[src/psc_pkg.sv]
// ----------------------------------------------------------------------------
// psc_pkg
// shared types and constants for the pad stick and trigger clamp
// ----------------------------------------------------------------------------
package psc_pkg;

  // field widths
  localparam int AXIS_W = 8;
  localparam int LIM_W  = 7;
  localparam int TRIG_W = 8;
  localparam int RAD_W  = 7;

  // divider operand widths (numerator below 128 times divisor)
  localparam int NUM_W = 21;
  localparam int DEN_W = 15;
  localparam int QUO_W = 7;

  // pipeline depths
  localparam int SQRT_STAGES = 4;
  localparam int DIV_STAGES  = 4;
  localparam int STICK_LAT   = 3 + SQRT_STAGES + DIV_STAGES;

  // default radii
  localparam int MAIN_RADIUS_DEF = 56;
  localparam int SUB_RADIUS_DEF  = 44;

  // register reset values
  localparam logic [TRIG_W-1:0] TRIG_MIN_RST = 8'd30;
  localparam logic [TRIG_W-1:0] TRIG_MAX_RST = 8'd180;
  localparam logic [LIM_W-1:0]  MAIN_DEAD_RST = 7'd15;
  localparam logic [LIM_W-1:0]  MAIN_MAX_RST  = 7'd72;
  localparam logic [LIM_W-1:0]  MAIN_XY_RST   = 7'd40;
  localparam logic [LIM_W-1:0]  SUB_DEAD_RST  = 7'd15;
  localparam logic [LIM_W-1:0]  SUB_MAX_RST   = 7'd59;
  localparam logic [LIM_W-1:0]  SUB_XY_RST    = 7'd31;

  // register map index
  typedef enum logic [2:0] {
    REG_TRIG_MIN  = 3'd0,
    REG_TRIG_MAX  = 3'd1,
    REG_MAIN_DEAD = 3'd2,
    REG_MAIN_MAX  = 3'd3,
    REG_MAIN_XY   = 3'd4,
    REG_SUB_DEAD  = 3'd5,
    REG_SUB_MAX   = 3'd6,
    REG_SUB_XY    = 3'd7
  } reg_idx_t;

  // per stick limits
  typedef struct packed {
    logic [LIM_W-1:0] dead;
    logic [LIM_W-1:0] max;
    logic [LIM_W-1:0] xy;
  } stk_cfg_t;

endpackage

[src/psc_isqrt.sv]
// ----------------------------------------------------------------------------
// psc_isqrt
// pipelined integer square root, two result bits per stage
// ----------------------------------------------------------------------------
module psc_isqrt
  import psc_pkg::*;
(
  input  logic        clk,
  input  logic        en,
  input  logic [15:0] val,
  output logic [7:0]  root
);

  typedef struct packed {
    logic [15:0] v;
    logic [11:0] rem;
    logic [7:0]  root;
  } sq_t;

  sq_t st_r   [SQRT_STAGES];
  sq_t st_nxt [SQRT_STAGES];

  // two restoring steps per stage
  always_comb begin
    sq_t         cur;
    logic [11:0] tmp;
    logic [11:0] trial;
    for (int s = 0; s < SQRT_STAGES; s++) begin
      if (s == 0) begin
        cur = '{v: val, rem: '0, root: '0};
      end else begin
        cur = st_r[s-1];
      end
      for (int j = 0; j < 2; j++) begin
        tmp   = {cur.rem[9:0], cur.v[15:14]};
        trial = {2'b00, cur.root, 2'b01};
        if (tmp >= trial) begin
          cur.rem  = tmp - trial;
          cur.root = {cur.root[6:0], 1'b1};
        end else begin
          cur.rem  = tmp;
          cur.root = {cur.root[6:0], 1'b0};
        end
        cur.v = {cur.v[13:0], 2'b00};
      end
      st_nxt[s] = cur;
    end
  end

  always_ff @(posedge clk) begin
    if (en) begin
      for (int s = 0; s < SQRT_STAGES; s++) begin
        st_r[s] <= st_nxt[s];
      end
    end
  end

  assign root = st_r[SQRT_STAGES-1].root;

endmodule

[src/psc_div.sv]
// ----------------------------------------------------------------------------
// psc_div
// pipelined restoring divider, quotient known to stay below 128
// ----------------------------------------------------------------------------
module psc_div
  import psc_pkg::*;
(
  input  logic             clk,
  input  logic             en,
  input  logic [NUM_W-1:0] num,
  input  logic [DEN_W-1:0] den,
  output logic [QUO_W-1:0] quo
);

  typedef struct packed {
    logic [NUM_W-1:0] rem;
    logic [DEN_W-1:0] d;
    logic [QUO_W-1:0] q;
  } dv_t;

  dv_t st_r   [DIV_STAGES];
  dv_t st_nxt [DIV_STAGES];

  // two quotient bits per stage, msb first
  always_comb begin
    dv_t            cur;
    logic [NUM_W:0] sh;
    int             k;
    for (int s = 0; s < DIV_STAGES; s++) begin
      if (s == 0) begin
        cur = '{rem: num, d: den, q: '0};
      end else begin
        cur = st_r[s-1];
      end
      for (int j = 0; j < 2; j++) begin
        k  = QUO_W - 1 - 2 * s - j;
        sh = (NUM_W + 1)'(cur.d) << k;
        if (k >= 0) begin
          if ({1'b0, cur.rem} >= sh) begin
            cur.rem = cur.rem - sh[NUM_W-1:0];
            cur.q   = {cur.q[QUO_W-2:0], 1'b1};
          end else begin
            cur.q   = {cur.q[QUO_W-2:0], 1'b0};
          end
        end
      end
      st_nxt[s] = cur;
    end
  end

  always_ff @(posedge clk) begin
    if (en) begin
      for (int s = 0; s < DIV_STAGES; s++) begin
        st_r[s] <= st_nxt[s];
      end
    end
  end

  assign quo = st_r[DIV_STAGES-1].q;

endmodule

[src/psc_stick.sv]
// ----------------------------------------------------------------------------
// psc_stick
// one stick: dead zone, gate products, square root and scaling divide
// ----------------------------------------------------------------------------
module psc_stick
  import psc_pkg::*;
#(
  parameter int RADIUS = MAIN_RADIUS_DEF
) (
  input  logic                     clk,
  input  logic                     en,
  input  logic                     circ,
  input  stk_cfg_t                 cfg,
  input  logic signed [AXIS_W-1:0] in_x,
  input  logic signed [AXIS_W-1:0] in_y,
  output logic signed [AXIS_W-1:0] res_x,
  output logic signed [AXIS_W-1:0] res_y
);

  localparam logic [RAD_W-1:0]   RAD    = RAD_W'(RADIUS);
  localparam logic [2*RAD_W-1:0] RAD_SQ = (2*RAD_W)'(RADIUS * RADIUS);

  // stage 1: magnitudes after dead zone
  logic [7:0] absx, absy, magx, magy;
  logic       circ1_r, negx1_r, negy1_r;
  logic [7:0] ax1_r, ay1_r;

  always_comb begin
    absx = in_x[7] ? (~in_x + 8'd1) : in_x;
    absy = in_y[7] ? (~in_y + 8'd1) : in_y;
    magx = (absx <= {1'b0, cfg.dead}) ? 8'd0 : absx - {1'b0, cfg.dead};
    magy = (absy <= {1'b0, cfg.dead}) ? 8'd0 : absy - {1'b0, cfg.dead};
  end

  always_ff @(posedge clk) begin
    if (en) begin
      circ1_r <= circ;
      negx1_r <= in_x[7];
      negy1_r <= in_y[7];
      ax1_r   <= magx;
      ay1_r   <= magy;
    end
  end

  // stage 2: gate weights and squares
  logic signed [7:0]  w;
  logic        [14:0] xyx2_r, xyy2_r;
  logic signed [16:0] wax2_r, way2_r;
  logic        [13:0] p2_r;
  logic        [14:0] cx2_r, cy2_r, rx2_r, ry2_r;
  logic               circ2_r, negx2_r, negy2_r;
  logic        [7:0]  ax2_r, ay2_r;

  assign w = $signed({1'b0, cfg.max}) - $signed({1'b0, cfg.xy});

  always_ff @(posedge clk) begin
    if (en) begin
      xyx2_r  <= cfg.xy * ax1_r;
      xyy2_r  <= cfg.xy * ay1_r;
      wax2_r  <= w * $signed({1'b0, ax1_r});
      way2_r  <= w * $signed({1'b0, ay1_r});
      p2_r    <= cfg.xy * cfg.max;
      cx2_r   <= ax1_r * ax1_r;
      cy2_r   <= ay1_r * ay1_r;
      rx2_r   <= ax1_r * RAD;
      ry2_r   <= ay1_r * RAD;
      circ2_r <= circ1_r;
      negx2_r <= negx1_r;
      negy2_r <= negy1_r;
      ax2_r   <= ax1_r;
      ay2_r   <= ay1_r;
    end
  end

  // stage 3: weighted length, scale decision, numerators
  typedef struct packed {
    logic             circ;
    logic             scale;
    logic [NUM_W-1:0] nx;
    logic [NUM_W-1:0] ny;
    logic [DEN_W-1:0] dv;
    logic             negx;
    logic             negy;
    logic [7:0]       ax;
    logic [7:0]       ay;
  } s3_t;

  logic signed [16:0] dlen;
  logic               oscale, cscale;
  logic [21:0]        px, py;
  logic [15:0]        sq;
  s3_t                s3_nxt, s3_r;
  logic [15:0]        sq3_r;

  always_comb begin
    if (xyy2_r <= xyx2_r) begin
      dlen = $signed({2'b00, xyx2_r}) + way2_r;
    end else begin
      dlen = $signed({2'b00, xyy2_r}) + wax2_r;
    end
    oscale       = $signed({3'b000, p2_r}) < dlen;
    px           = p2_r * ax2_r;
    py           = p2_r * ay2_r;
    sq           = {1'b0, cx2_r} + {1'b0, cy2_r};
    cscale       = {2'b00, RAD_SQ} < sq;
    s3_nxt.circ  = circ2_r;
    s3_nxt.scale = circ2_r ? cscale : oscale;
    s3_nxt.nx    = circ2_r ? NUM_W'(rx2_r) : px[NUM_W-1:0];
    s3_nxt.ny    = circ2_r ? NUM_W'(ry2_r) : py[NUM_W-1:0];
    s3_nxt.dv    = dlen[DEN_W-1:0];
    s3_nxt.negx  = negx2_r;
    s3_nxt.negy  = negy2_r;
    s3_nxt.ax    = ax2_r;
    s3_nxt.ay    = ay2_r;
  end

  always_ff @(posedge clk) begin
    if (en) begin
      s3_r  <= s3_nxt;
      sq3_r <= sq;
    end
  end

  // square root of the squared length
  logic [7:0] root;

  psc_isqrt u_isqrt (
    .clk  (clk),
    .en   (en),
    .val  (sq3_r),
    .root (root)
  );

  // hold the rest alongside the root and the divide
  s3_t dla_r [SQRT_STAGES];
  s3_t dlb_r [DIV_STAGES];

  always_ff @(posedge clk) begin
    if (en) begin
      dla_r[0] <= s3_r;
      for (int i = 1; i < SQRT_STAGES; i++) begin
        dla_r[i] <= dla_r[i-1];
      end
      dlb_r[0] <= dla_r[SQRT_STAGES-1];
      for (int i = 1; i < DIV_STAGES; i++) begin
        dlb_r[i] <= dlb_r[i-1];
      end
    end
  end

  // scaling divides
  s3_t              sa;
  logic [DEN_W-1:0] den;
  logic [QUO_W-1:0] qx, qy;

  assign sa  = dla_r[SQRT_STAGES-1];
  assign den = sa.circ ? DEN_W'(root) : sa.dv;

  psc_div u_div_x (
    .clk (clk),
    .en  (en),
    .num (sa.nx),
    .den (den),
    .quo (qx)
  );

  psc_div u_div_y (
    .clk (clk),
    .en  (en),
    .num (sa.ny),
    .den (den),
    .quo (qy)
  );

  // pick scaled or plain magnitude, restore sign
  s3_t        sb;
  logic [7:0] fx, fy;

  always_comb begin
    sb    = dlb_r[DIV_STAGES-1];
    fx    = sb.scale ? {1'b0, qx} : sb.ax;
    fy    = sb.scale ? {1'b0, qy} : sb.ay;
    res_x = sb.negx ? $signed(~fx + 8'd1) : $signed(fx);
    res_y = sb.negy ? $signed(~fy + 8'd1) : $signed(fy);
  end

endmodule

[config.mk]
export PLATFORM = sky130hd
export DESIGN_NAME = psc_stick
export DESIGN_NICKNAME = d
export VERILOG_FILES = /design/src/psc_pkg.sv /design/src/psc_isqrt.sv /design/src/psc_div.sv /design/src/psc_stick.sv
export SDC_FILE = /design/constraint.sdc
export NUM_CORES = 2
export LEC_CHECK = 0
export ABC_AREA = 1
export BUFFER_PORTS_ARGS = -buffer_cell sky130_fd_sc_hd__buf_2
export CELL_PAD_IN_SITES_DETAIL_PLACEMENT = 1
export CELL_PAD_IN_SITES_GLOBAL_PLACEMENT = 2
export CORE_MARGIN = 5
export CORE_UTILIZATION = 43
export CTS_CLUSTER_SIZE = 24
export DETAILED_ROUTE_END_ITERATION = 7
export GPL_ROUTABILITY_DRIVEN = 0
export PLACE_DENSITY = 0.92
export SKIP_LAST_GASP = 1
export SYNTH_ARGS = -nofsm -noshare
export SYNTH_HDL_FRONTEND = slang
export SYNTH_SLANG_ARGS = --single-unit
[constraint.sdc]
create_clock -name clk -period 6.8 [get_ports clk]
set_input_delay 0.34 -clock clk [delete_from_list [all_inputs] [get_ports clk]]
set_output_delay 0.34 -clock clk [all_outputs]
set_load 0.02 [all_outputs]
==> impl_summary.log <==
INFO  metric core_area = ~160000 µm²
INFO  metric synthesis.instances = about 7200
INFO  metric rows = 146
INFO  metric nNetsFinal = 8422
INFO  metric slew_violations = 0
INFO  metric grt_max_degree = ~180
INFO  metric final_layout_size_suffix_gt1_share = 5.883%
INFO  metric synth.ff_latch_count = 920
INFO  metric synth.avg_cell_area = 9.485 µm²
INFO  metric die_h = 408.4 µm
INFO  metric path_clk_slew = 0.06 ns
INFO  metric drc = 0
INFO  metric cpMaxStageDelayCell = ha_1
INFO  metric worstPathBufferInverterCount = 3
INFO  metric fmax = 160.6 MHz
INFO  metric ys_top_cells_by_count = nand2_1 (1606), inv_1 (1207), edfxtp_1 (920)
INFO  metric number_of_global_route_vias_before_repair = 54980
INFO  metric synth_top_area_share = 40.49%
INFO  metric cp.arrival = between 6 and 7 ns
INFO  metric yosys-top-cells-area = edfxtp_1 (40%), ha_1 (13%), fa_1 (11%)
INFO  metric dieArea = 166800 µm²
INFO  metric drt-total-wl = 192300 µm
INFO  metric cts-buffers-inserted = 102
INFO  metric setup-tns-final = 0 ns
INFO  metric die_w = 408.4 µm
INFO  metric setup_repair_after_global_routing_missed_its_margin = false
INFO  metric route.vias.total = 50190
INFO  metric synth.most_common_cell = nand2_1
INFO  metric h_tree_level_count = 3
INFO  metric ys_seq_area_share = 40.49%
INFO  metric number_of_enable_flip_flop_cells_after_synthesis = 920
INFO  metric synthArstFlopShare = 0%
INFO  metric place_worst_setup_slack = approximately 0.10 ns
INFO  metric detailed_place_hpwl = between 100000 and 150000 µm
INFO  metric final.period_utilization = 91.54%
INFO  metric post-route-worst-setup-slack = around 0.58 ns
INFO  metric grt_use_total = 22.98%
INFO  metric net_count_of_the_mapped_netlist = 8325
INFO  metric final-hold-violation-count = 0
INFO  metric worst_setup_path_start_kind = register
INFO  metric crit_path_cell_trace = inv_1 > nand2_1 > ha_1 > nand4_1 > nor3_1 > nand3_1 > nand3_1 > clkinvlp_4 > o21ai_0 > ha_1 > a21oi_1 > o21ai_0 > a221oi_1 > nand2_1 > nand2_1 > nand4_2 > inv_2 > nand2_1 > o21ai_1
INFO  metric cts_tree = yes
INFO  metric critical_path.endpoint_type = register
INFO  metric source_to_sink_clock_delay_at_the_later_pin_of_the_worst_skew_pair = between 0.7 and 0.8 ns
INFO  metric report.final.setup_viol = 0
INFO  metric detail_route.wl_per_cell = 20.35 µm
INFO  metric syn2layout_area_growth = 9.362%
INFO  metric first_pass_grt_wire_length = 304600 µm
INFO  metric clk_path_buf_depth = 3
INFO  metric crit_family = simple AND/OR/NAND/NOR gates
INFO  metric synth_warnings = 0
INFO  metric synth.largest_area_cell = edfxtp_1
INFO  metric setup_bufs_post_cts = 0
INFO  metric ctsRootBufferMaster = clkbuf_16
INFO  metric floorplan.initialDensity = 43.18%
INFO  metric netlist_area = 68240 µm²
INFO  metric crit_required = 7.37 ns
INFO  metric io_buffers = 55
INFO  metric cpMostUsedCell = nand2_1
INFO  metric grt_overflow = 0
INFO  metric worst-path-max-fanout = 27
INFO  metric status = finished clean
INFO  metric cpPeakStageDelay = 0.64 ns
INFO  metric synth_flop_cell = edfxtp_1
INFO  metric detail-route-antenna-nets = 0
INFO  metric drt_pass1_iterations = 5
INFO  metric hold_slack = 0.06175 ns
INFO  metric initialDrtViolationCount = 2824
INFO  metric post_synth_num_cell_types = 71
INFO  metric timing.final.crit_period = 6.225 ns
INFO  metric slew-limit-headroom = 17.38%
INFO  metric worst_pin_slew = 1.239 ns
INFO  metric crit_type = reg -> reg
INFO  metric avgViaCountPerCell = 5.311
INFO  metric grt_antenna_before_repair = 7
INFO  metric fin_worst_skew = 0.07349 ns
INFO  metric fillerInstances = 17910
INFO  metric worstHoldPathType = in -> reg
INFO  metric io_pins = between 50 and 60
INFO  metric timing.max_cap.violations = 0
INFO  metric cts.sinks = 920
-- stage by stage --
| stage | cells | area [µm²] | utilization [%] |
|---|---|---|---|
| after floorplan | 7194 | 68240 | - |
| after global placement | 9255 | 71120 | 45.01 |
| after detailed placement | 9255 | 71120 | 45.01 |
| after CTS | 9449 | 74620 | 47.22 |
| after global routing | 9449 | 74620 | 47.23 |
| final | 9450 | 74630 | 47.23 |
-- layer usage --
metal | vias up | routed length, µm | GRT usage (%) | part of all wire (%)
li1 | 23800 | - | - | -
met1 | 24870 | 78350 | 27.64 | 41
met2 | 1117 | 98400 | 42.18 | 51
met3 | 399 | 7157 | 2.264 | 3.7
met4 | 6 | 8347 | 9.170 | 4.3
met5 | - | 48 | 0 | 0.025
-- cell type report --
type	count	area [µm²]	share of cell area [%]
diodes	1	2.502	0.003353
well taps	2072	2592	3.474
flip-flops and latches	920	27630	37.02
repair buffers	137	960.9	1.288
inverters	1233	4633	6.208
clock buffers	112	2590	3.471
clock inverters	78	870.8	1.167
multi-input cells	4897	35350	47.37
-- worst reg2reg max path, stage by stage, from the launching register on --
cell and delay, ns:
edfxtp_1 0.49, inv_1 0.37, nand2_1 0.50, ha_1 0.64, nand4_1 0.19, nor3_1 0.27
nand3_1 0.15, nand3_1 0.49, clkinvlp_4 0.51, o21ai_0 0.42, ha_1 0.38, a21oi_1 0.21
o21ai_0 0.10, a221oi_1 0.25, nand2_1 0.16, nand2_1 0.11, nand4_2 0.17, inv_2 0.40
nand2_1 0.15, o21ai_1 0.12
-- state kept, by name, summed over array words and instances, names as in the netlist, 8 cells and up --
| register | cells |
|---|---|
| dla_r | 308 |
| u_div_x.st_r | 103 |
| dlb_r | 94 |
| u_div_y.st_r | 88 |
| s3_r | 77 |
| u_isqrt.st_r | 72 |
| wax2_r | 17 |
| way2_r | 17 |
| sq3_r | 16 |
| xyx2_r | 15 |
| xyy2_r | 15 |
| cx2_r | 14 |
| cy2_r | 14 |
| p2_r | 14 |
| rx2_r | 10 |
| ry2_r | 10 |
| ax1_r | 8 |
| ay1_r | 8 |
-- what timing repair did --
action / 4_1_cts / 5_1_grt
hold endpoints to repair: 4 / 0
endpoints found under the setup margin: 0 / 1
resized for setup: 0 / 1
hold buffers: 4 / 0
-- cells in the final DEF, fill, tap and decap left out, types with 28 or more instances in the layout --
cell type  netlist  layout
nand2_1       1606    1606
inv_1         1207    1206
edfxtp_1       920     920
ha_1           710     710
a21oi_1        416     416
nor2_1         381     381
fa_1           381     381
o21ai_0        318     318
nand3_1        269     269
xor2_1         196     196
xnor2_1        137     137
clkbuf_16        0     102
nor3_1          74      74
buf_4            4      74
nand4_1         55      55
buf_2           12      54
or2_2           49      49
a21o_1          32      32
o21bai_1        28      28
-- path summary, 6_finish.rpt --
kind | startpoint | end | slack, ns | depth (start not counted)
worst max register to register | dla_r[3][76]$_DFFE_PP_ | u_div_x.st_r[0][34]$_DFFE_PP_ | 0.58 | 19
worst min-delay path | cfg[7] | p2_r[0]$_DFFE_PP_ | 0.06 | 2
worst min register to register | u_div_y.st_r[1][2]$_DFFE_PP_ | u_div_y.st_r[2][4]$_DFFE_PP_ | 0.38 | 0
worst max-delay path | dla_r[3][76]$_DFFE_PP_ | u_div_x.st_r[0][34]$_DFFE_PP_ | 0.58 | 19
-- cells by family (layout without fill, tap and decap cells) --
family | count (synthesis) | after routing | share of synthesized area, %
fa+ha+maj | 1091 | 1091 | 24.20
mux | 7 | 7 | 0.1027
xor+xnor | 334 | 334 | 4.298
other cells | 0 | 1 | 0
buf+inv | 1377 | 1560 | 7.710
flops | 920 | 920 | 40.49
compound gates | 927 | 927 | 7.509
simple gates | 2538 | 2538 | 15.70
Power is left out: the tool's default activity adds up to more than one toggle a clock period on the data nets, which glitch-free logic cannot reach.
